File: src/hdl/tlbpat_pkg.sv
`default_nettype none

package tlbpat_pkg;

    localparam int TLB_ENTRIES = 16;
    localparam int PAGE_COUNT  = 256;
    localparam int FRAME_COUNT = 256;
    localparam int PAGE_BYTES  = 256;

    localparam int ADDR_W    = 16;
    localparam int FRAME_W   = 8;
    localparam int CNT_W     = 32;
    localparam int OFFSET_W  = $clog2(PAGE_BYTES);
    localparam int PAGE_W    = $clog2(PAGE_COUNT);
    localparam int TLB_IDX_W = (TLB_ENTRIES > 1) ? $clog2(TLB_ENTRIES) : 1;
    localparam int NFF_W     = $clog2(FRAME_COUNT + 1);

    localparam int S_TDATA_W = 16;
    localparam int M_FIELDS_W = ADDR_W + FRAME_W + 3 + 2 * CNT_W;
    localparam int M_TDATA_W = ((M_FIELDS_W + 7) / 8) * 8;
    localparam int M_PAD_W   = M_TDATA_W - M_FIELDS_W;

    typedef struct packed {
        logic               hit;
        logic [FRAME_W-1:0] frame;
    } tlb_lookup_t;

    typedef struct packed {
        logic               en;
        logic [PAGE_W-1:0]  page;
        logic [FRAME_W-1:0] frame;
    } tlb_refill_t;

endpackage

`default_nettype wire

File: src/hdl/tlbpat_tlb.sv
`default_nettype none

module tlbpat_tlb (
    input  logic                            aclk,
    input  logic                            aresetn,
    input  logic [tlbpat_pkg::PAGE_W-1:0]   lookup_page,
    input  tlbpat_pkg::tlb_refill_t         refill,
    output tlbpat_pkg::tlb_lookup_t         result
);
    import tlbpat_pkg::*;

    logic [PAGE_W-1:0]      tag_reg   [TLB_ENTRIES];
    logic [FRAME_W-1:0]     frame_reg [TLB_ENTRIES];
    logic [TLB_ENTRIES-1:0] valid_reg;
    logic [TLB_IDX_W-1:0]   ptr_reg;
    logic [TLB_IDX_W-1:0]   ptr_next;

    // scan downward so the lowest matching entry wins
    always_comb begin
        result = '0;
        for (int k = TLB_ENTRIES - 1; k >= 0; k--) begin
            if (valid_reg[k] && tag_reg[k] == lookup_page) begin
                result.hit   = 1'b1;
                result.frame = frame_reg[k];
            end
        end
    end

    always_comb begin
        if (ptr_reg == TLB_IDX_W'(TLB_ENTRIES - 1)) begin
            ptr_next = '0;
        end else begin
            ptr_next = ptr_reg + TLB_IDX_W'(1);
        end
    end

    always_ff @(posedge aclk) begin
        if (!aresetn) begin
            valid_reg <= '0;
            ptr_reg   <= '0;
        end else if (refill.en) begin
            valid_reg[ptr_reg] <= 1'b1;
            ptr_reg            <= ptr_next;
        end
    end

    always_ff @(posedge aclk) begin
        if (refill.en) begin
            tag_reg[ptr_reg]   <= refill.page;
            frame_reg[ptr_reg] <= refill.frame;
        end
    end

endmodule

`default_nettype wire

File: src/hdl/tlb_paged_address_translator_core.sv
`default_nettype none

// Paged address translator with a fully associative TLB and demand paging.
// Input channel s_*: one 16-bit logical address per transaction; the upper
// bits select the page, the lower bits are the offset within the page.
// Output channel m_*: one result transaction per input transaction, in order,
// carrying the physical address, frame, hit/fault/out-of-frames flags and
// the running hit and fault counts.
// Each transaction passes through IDLE, which accepts it and issues the page
// table read, then LOOKUP, which compares the TLB, sees the read data, allocates
// a frame on a fault and refills the TLB entry at the FIFO pointer. The page
// table read is registered. LOOKUP waits while the output register is full and
// not taken; no new address is accepted until the block is back in IDLE.
// A finished result sits in an output register; the next address is accepted
// while it waits. If the receiver still stalls when the following result is
// ready, the block holds that transaction and accepts nothing more.
// Reset (aresetn low, synchronous) clears TLB valid bits, page mapped bits,
// the FIFO pointer, the free frame counter and both counters; no sweep.

module tlb_paged_address_translator_core (
    input  logic                               aclk,
    input  logic                               aresetn,
    input  logic                               s_tvalid,
    output logic                               s_tready,
    // [15:0] logical_address
    input  logic [tlbpat_pkg::S_TDATA_W-1:0]   s_tdata,
    output logic                               m_tvalid,
    input  logic                               m_tready,
    // [15:0] physical_address, [23:16] frame_number, [24] tlb_hit,
    // [25] page_fault, [26] out_of_frames, [58:27] hits_so_far,
    // [90:59] faults_so_far, upper bits zero
    output logic [tlbpat_pkg::M_TDATA_W-1:0]   m_tdata
);
    import tlbpat_pkg::*;

    typedef enum logic {IDLE, LOOKUP} state_t;

    state_t                 state_reg;
    logic [PAGE_W-1:0]      page_reg;
    logic [OFFSET_W-1:0]    offset_reg;
    logic [FRAME_W-1:0]     pt_rdata_reg;
    logic [PAGE_COUNT-1:0]  mapped_reg;
    logic [NFF_W-1:0]       free_reg;
    logic [CNT_W-1:0]       hits_reg;
    logic [CNT_W-1:0]       faults_reg;
    logic                   m_tvalid_reg;
    logic [M_TDATA_W-1:0]   m_tdata_reg;

    logic [FRAME_W-1:0]     pt_mem [PAGE_COUNT];

    logic                   s_accept;
    logic [PAGE_W-1:0]      s_page;
    logic                   go;
    logic                   mapped;
    logic                   have_free;
    logic                   miss;
    logic                   alloc;
    logic                   oof;
    logic [FRAME_W-1:0]     frame_sel;
    logic [ADDR_W-1:0]      phys;
    logic [CNT_W-1:0]       hits_next;
    logic [CNT_W-1:0]       faults_next;
    logic [M_TDATA_W-1:0]   m_tdata_next;

    tlb_lookup_t            tlb_res;
    tlb_refill_t            tlb_fill;

    assign s_tready = (state_reg == IDLE);
    assign s_accept = s_tvalid && s_tready;
    assign s_page   = s_tdata[OFFSET_W +: PAGE_W];

    // resolve only when the output register can take the result
    assign go        = (state_reg == LOOKUP) && (!m_tvalid_reg || m_tready);
    assign mapped    = mapped_reg[page_reg];
    assign have_free = (free_reg < NFF_W'(FRAME_COUNT));
    assign miss      = !tlb_res.hit;
    assign alloc     = miss && !mapped && have_free;
    assign oof       = miss && !mapped && !have_free;

    always_comb begin
        if (tlb_res.hit) begin
            frame_sel = tlb_res.frame;
        end else if (mapped) begin
            frame_sel = pt_rdata_reg;
        end else if (have_free) begin
            frame_sel = FRAME_W'(free_reg);
        end else begin
            frame_sel = '0;
        end
    end

    assign phys = oof ? '0 : ADDR_W'({frame_sel, offset_reg});

    assign hits_next   = hits_reg + CNT_W'(tlb_res.hit);
    assign faults_next = faults_reg + CNT_W'(alloc);

    assign m_tdata_next = {{M_PAD_W{1'b0}}, faults_next, hits_next, oof, alloc,
                           tlb_res.hit, frame_sel, phys};

    assign tlb_fill.en    = go && miss && !oof;
    assign tlb_fill.page  = page_reg;
    assign tlb_fill.frame = frame_sel;

    tlbpat_tlb u_tlb (
        .aclk        (aclk),
        .aresetn     (aresetn),
        .lookup_page (page_reg),
        .refill      (tlb_fill),
        .result      (tlb_res)
    );

    // page table memory, one write and one registered read port
    always_ff @(posedge aclk) begin
        if (go && alloc) begin
            pt_mem[page_reg] <= frame_sel;
        end
        if (s_accept) begin
            pt_rdata_reg <= pt_mem[s_page];
        end
    end

    always_ff @(posedge aclk) begin
        if (!aresetn) begin
            state_reg    <= IDLE;
            mapped_reg   <= '0;
            free_reg     <= '0;
            hits_reg     <= '0;
            faults_reg   <= '0;
            m_tvalid_reg <= 1'b0;
        end else begin
            case (state_reg)
                IDLE: begin
                    if (s_accept) begin
                        state_reg <= LOOKUP;
                    end
                    if (m_tready) begin
                        m_tvalid_reg <= 1'b0;
                    end
                end
                LOOKUP: begin
                    if (go) begin
                        state_reg    <= IDLE;
                        m_tvalid_reg <= 1'b1;
                        m_tdata_reg  <= m_tdata_next;
                        hits_reg     <= hits_next;
                        faults_reg   <= faults_next;
                        if (alloc) begin
                            mapped_reg[page_reg] <= 1'b1;
                            free_reg             <= free_reg + NFF_W'(1);
                        end
                    end
                end
                default: begin
                    state_reg <= IDLE;
                end
            endcase
        end
    end

    always_ff @(posedge aclk) begin
        if (s_accept) begin
            page_reg   <= s_page;
            offset_reg <= s_tdata[OFFSET_W-1:0];
        end
    end

    assign m_tvalid = m_tvalid_reg;
    assign m_tdata  = m_tdata_reg;

endmodule

`default_nettype wire
File: config.mk
export PLATFORM = sky130hd
export DESIGN_NAME = tlb_paged_address_translator_core
export DESIGN_NICKNAME = d
export VERILOG_FILES = /design/src/hdl/tlbpat_pkg.sv /design/src/hdl/tlbpat_tlb.sv /design/src/hdl/tlb_paged_address_translator_core.sv
export SDC_FILE = /design/constraint.sdc
export NUM_CORES = 2
export LEC_CHECK = 0
export ABC_AREA = 1
export BUFFER_PORTS_ARGS = -buffer_cell sky130_fd_sc_hd__buf_2
export CAP_MARGIN = 20
export CORE_MARGIN = 1.5
export CORE_UTILIZATION = 41
export DETAILED_ROUTE_END_ITERATION = 12
export GPL_TIMING_DRIVEN = 0
export PLACE_DENSITY_LB_ADDON = 0.2
export REMOVE_ABC_BUFFERS = 1
export SLEW_MARGIN = 0
export SYNTH_ARGS = -nofsm -noshare
export SYNTH_HDL_FRONTEND = slang
export SYNTH_SLANG_ARGS = --single-unit
File: constraint.sdc
create_clock -name aclk -period 7.9 [get_ports aclk]
set_input_delay 1.58 -clock aclk [delete_from_list [all_inputs] [get_ports aclk]]
set_output_delay 1.58 -clock aclk [all_outputs]
set_load 0.005 [all_outputs]
After elaboration in Yosys (flattened, before gate mapping) --
Memories as Yosys holds them, arrays and structs flattened. A register that Yosys moved wholly into a read port is not among the register bits. Index checks and enable logic that the tools add are counted.
Word-level totals: bits of input ports 20, RAM bits 2304, register bits 458, logic and storage cells 118, memories kept 3
Operators by class: bitwise gates (word level) 3, mux-type cells 36, eq/ne operators 19, $add $sub $neg 4, reduce and logical (&&, ||, !) cells 36, order comparisons 5
Memory list:
- pt_mem | words 256, bits a word 8, rd ports 1, clocked after Yosys merged registers in 1, wr ports 1, line tlb_paged_address_translator_core.sv:49 | logic [FRAME_W-1:0] pt_mem [PAGE_COUNT];
- u_tlb.frame_reg | words 16, bits a word 8, rd ports 16, clocked after Yosys merged registers in 0, wr ports 1, line tlbpat_tlb.sv:13 | logic [FRAME_W-1:0] frame_reg [TLB_ENTRIES];
- u_tlb.tag_reg | words 16, bits a word 8, rd ports 16, clocked after Yosys merged registers in 0, wr ports 1, line tlbpat_tlb.sv:12 | logic [PAGE_W-1:0] tag_reg [TLB_ENTRIES];
Operators with widths (number):
- OR 256 bit | 1
- 2-to-1 mux 9 bit | 16
- == test 8 bit | 16
- adder 32 x 1 -> 32 bit | 2
- logical AND 1 bit | 26
- 2-to-1 mux 8 bit | 3
- OR 16 bit | 1
- 2-to-1 mux 1 bit | 11
- adder 9 x 1 -> 9 bit, second input constant | 1
- less-than comparator 8 x 9 -> 1 bit, second input constant | 1
- less-than comparator 9 bit, second input constant | 1
- binary-select mux 1 bit (select 8 bit) | 1
- demux 1 bit (select 8 bit) | 1
- greater-or-equal comparator 8 x 1 -> 1 bit, second input constant | 1
- AND reduction 3 bit | 2
- zero test 1 bit | 5
- less-than comparator 4 x 5 -> 1 bit, second input constant | 1
- adder 4 x 1 -> 4 bit, second input constant | 1
- demux 1 bit (select 4 bit) | 1
- == test 4 bit, second input constant | 1
- greater-or-equal comparator 4 x 1 -> 1 bit, second input constant | 1
- 2-to-1 mux 4 bit | 1
- inequality test 2 x 1 -> 1 bit, second input constant | 2
- case mux 1 bit (2 select lines) | 2
- other kinds (3) | 4

Depth between registers and ports, before layout --
An unclocked memory read counts as a cell.
word-level depth 26, depth in mapped cells 37

By module --
From an unflattened synthesis, not the netlist that was laid out.
Second synthesis, totals: cell total of the unflattened synthesis 10529, area total of the unflattened synthesis 115454.5 um^2
Modules (own cells, without submodules):
- tlb_paged_address_translator_core | seq. area each 71578.6 um^2, cells each 9362, area each 103182.7 um^2, instances 1
- tlbpat_tlb | seq. area each 8087.8 um^2, cells each 1167, area each 12271.8 um^2, instances 1

Worst setup path after synthesis --
No wires, ideal clock.
kind register -> register, start point register page_reg[6], end point register m_tdata_reg[16] (netlist: m_tdata[16]), data pin, path buffers 3, cell stages (with the launch flop) 15, clock period less this slack 7.567 ns, path slack 0.333 ns, arrival time 5.969 ns, setup time 1.599 ns, cells stage by stage edfxtp_1 > buf_2 > buf_2 > nor2_1 > nor4_1 > nand3_1 > nor3_2 > nor2_1 > nand4_2 > inv_2 > clkbuf_1 > nand2_1 > inv_1 > a21oi_1 > nand3_1
RTL lines:
- from (decl) | line tlb_paged_address_translator_core.sv:39 | logic [PAGE_W-1:0] page_reg;
- from (signal assigned) | line tlb_paged_address_translator_core.sv:162 | page_reg <= s_page;
- to (signal assigned) | line tlb_paged_address_translator_core.sv:144 | m_tdata_reg <= m_tdata_next;
- to (decl) | line tlb_paged_address_translator_core.sv:47 | logic [M_TDATA_W-1:0] m_tdata_reg;

==> impl_metrics.py <==
metrics = {
    "pwr": {
        "irDropWorstVdd_v": 0.000147,
        "finalPower_mw": 31.2,
        "leakagePower_nw": 44.3,
        "pwr_density_cell_mw_per_mm2": 243,
    },
    "yosys": {
        "syn_avg_cell_area_um2": 11.2,
        "yosysTopAreaCellShare_pct": 64.1,
        "synth-seq-cells": 2770,
        "syn_area_mm2": 0.113,
        "synthFlopType": "edfxtp_1",
        "syn_inst": 10090,
        "synth_largest_area_cell": "edfxtp_1",
        "ys_types": 55,
        "yosys_warnings": 0,
        "synthTopCellsByArea": "edfxtp_1 (64%), o21ai_0 (7.3%), nor2_1 (6.4%), dfxtp_1 (6.2%), o22ai_1 (4.1%)",
        "ys_seq_area_share_pct": 70.3,
        "async_flop_share_pct": 0,
        "synth.most_common_cell": "edfxtp_1",
        "synth_edf_count": 2419,
        "yosys-top-cells-count": "edfxtp_1 (2419), nor2_1 (1931), o21ai_0 (1660), nand2_1 (993), o22ai_1 (741)",
    },
    "critical_path": {
        "cp_max_fo": 160,
        "r2r_end": "pt_mem[39][7]$_DFFE_PP_",
        "rrSetupSlack_ns": 0.69,
        "crit_path_start_kind": "input port",
        "required_ns": 8.40,
        "reg2reg_from": "page_reg[3]$_DFFE_PP_",
        "end_kind": "flip-flop",
        "crit_type": "input port to flip-flop",
        "r2r_cells": 18,
        "cp-startpoint": "s_tdata[8]",
        "worst-endpoint-arrival_ns": 8.31,
    },
    "layout": {
        "nets": 9979,
        "final_core_util_pct": 46.8,
        "final_cell_area_mm2": 0.128,
        "layout-drive-gt1-share_pct": 7.68,
        "syn2layout_area_growth_pct": 13.4,
        "largest_reg_flops": 2048,
        "stdcell_count": 13867,
        "fill_cells": 24610,
    },
    "place": {
        "dpl.hpwl_um": 190000,
        "dpl-instance-area_mm2": 0.119,
        "routabilityCongestion": 0.815,
        "numPlacedInstances": 13326,
        "numPortBuffers": 112,
        "place_ws_ns": -0.952,
    },
    "drt": {
        "drc": 0,
        "first_iter_violations": 8129,
        "firstDrtPassIters": 6,
        "drtAntennaViolNets": 0,
        "post_drt_wl_per_cell_um": 23.9,
        "vias": 78790,
        "routed_via_density": 5.68,
        "routed_wl_um": 332000,
    },
    "die": {
        "die_x_um": 529,
        "rows": 192,
        "core-area_mm2": 0.274,
        "initial_core_util_pct": 41.3,
        "die_h_um": 529,
        "dieArea_mm2": 0.280,
        "ios": 118,
    },
    "cts": {
        "cts_tree": "done",
        "cts.clk_slew.worst_paths_ns": 0.06,
        "cts_buffers": 304,
        "h-tree-depth": 5,
        "root_buffer": "clkbuf_16",
        "clkSinkCount": 2770,
        "clk_latency_ns": 0.89,
        "cts_buffer_depth": 4,
    },
    "timing": {
        "layout_min_cycle_time_ns": 7.81,
        "maxSlewViolCount": 0,
        "period_share_pct": 98.9,
        "max-slew-margin-rel_pct": 24.6,
        "setup_viol": 0,
        "setup-tns-final_ns": 0,
        "tightest_slew_ns": 1.12,
        "rsz0062_at_grt": "no",
        "final_hold_viol_count": 0,
        "setup_slack_ns": 0.0904,
        "fin_worst_skew_ns": 0.0902,
        "max_freq_mhz": 128,
        "fin_hold_ws_ns": 0.450,
    },
    "global_route": {
        "antenna_found_initial": 15,
        "grt_usage_pct": 23.1,
        "grt_pass1_vias": 74818,
        "grt_pass1_wl_um": 489000,
        "grt_max_degree": 163,
        "overflow": 0,
    },
    "run": {
        "maxCapViolations": 0,
    },
    "min_path": {
        "whs_endpoint": "u_tlb.valid_reg[8]$_SDFFE_PN0N_",
        "min_from": "u_tlb.valid_reg[8]$_SDFFE_PN0N_",
        "min_path_type": "flip-flop to flip-flop",
        "hold_path_depth": 2,
    },
    "outcome": {
        "status": "complete, no violations",
    },
}
[area by class of cell]
type                            instances  area [um^2]  area share, %
Antenna cell                            7         17.5         0.0136
Clock inverter                        148         1350           1.05
Timing Repair Buffer                  242         3540           2.76
Tap cell                             3686         4610           3.59
Clock buffer                          382         8020           6.24
Sequential cell                      2770        79700           62.0
Multi-Input combinational cell       6149        29400           22.9
Inverter                              483         1870           1.46
[routing by layer]
layer	vias to the layer above	wire length, um	global-route usage, %
met5	-	50	0
met4	8	8720	6.71
met3	533	25900	3.71
met2	3157	154000	37.0
met1	39300	143000	32.3
li1	35792	-	-
[how the worst max path moves through the flow]
stage | end | slack (ns) | cells after the start
2_1_floorplan | pt_rdata_reg[5]$_DFFE_PP_ | -8.22 | 9
3_3_place_gp | pt_rdata_reg[6]$_DFFE_PP_ | -97.81 | 11
3_5_place_dp | pt_rdata_reg[7]$_DFFE_PP_ | -0.95 | 16
4_1_cts | pt_rdata_reg[4]$_DFFE_PP_ | 0.07 | 16
5_1_grt | faults_reg[30]$_SDFFE_PN0P_ | 0.02 | 32
6_report | pt_rdata_reg[6]$_DFFE_PP_ | 0.09 | 17
[worst max-delay path, cell delays in order]
cell and delay, ns:
buf_8 0.18, buf_16 0.29, buf_16 0.36, inv_8 0.54, buf_16 0.52, buf_16 0.43, buf_16 0.50, buf_16 0.39
o21ai_0 0.16, o22ai_1 0.14, o21ai_0 0.10, o22ai_1 0.32, o21ai_0 0.21, o22ai_1 0.89, or2_2 0.25, o211ai_1 0.07
o21ai_0 0.43
[power by group]
group / total, mW / internal, mW / switching [mW]
Combinational: 1.81 / 0.461 / 1.34
Sequential: 15.8 / 15.8 / 0.0270
Clock: 13.6 / 7.84 / 5.75
[cells by family (layout without fill, tap and decap cells)]
family	Yosys count	in the layout	synth area share [%]
xor gates and xnor gates	94	94	0.726
other	1	12	0.00331
DFF	2770	2770	70.3
buffers and inverters	1175	1255	4.12
and+or+nand+nor	3183	3183	11.0
AOI/OAI and AO/OA	2858	2858	13.8
adders and majority gates	9	9	0.0994
[cell usage in the layout, fill, tap and decap left out, drive strengths merged, types with 4 or more instances in the layout]
cell type	synthesis	routed
nor2	1933	1933
bufinv	0	20
clkinvlp	0	4
or2	23	23
xnor2	16	16
inv	478	485
xor2	78	78
a211oi	6	6
a221oi	5	5
clkbuf	545	384
o22ai	741	741
ha	9	9
conb	1	5
o21bai	24	24
nor3	45	45
a22oi	19	19
buf	147	240
dfxtp	351	351
o21ai	1664	1664
edfxtp	2419	2419
diode	0	7
nand4	50	50
nand2	995	995
a21oi	334	334
nor4	22	22
o2111ai	5	5
clkinv	5	122
nand3b	5	5
o32ai	34	34
nand3	100	100
o221ai	12	12
[what timing repair did]
action / 4_1_cts / 5_1_grt
setup endpoints to repair: 1304 / 871
hold buffers: 0 / 0
buffers inserted: 0 / 1
resized for setup: 64 / 7
Power figures use the tool's default switching activity.
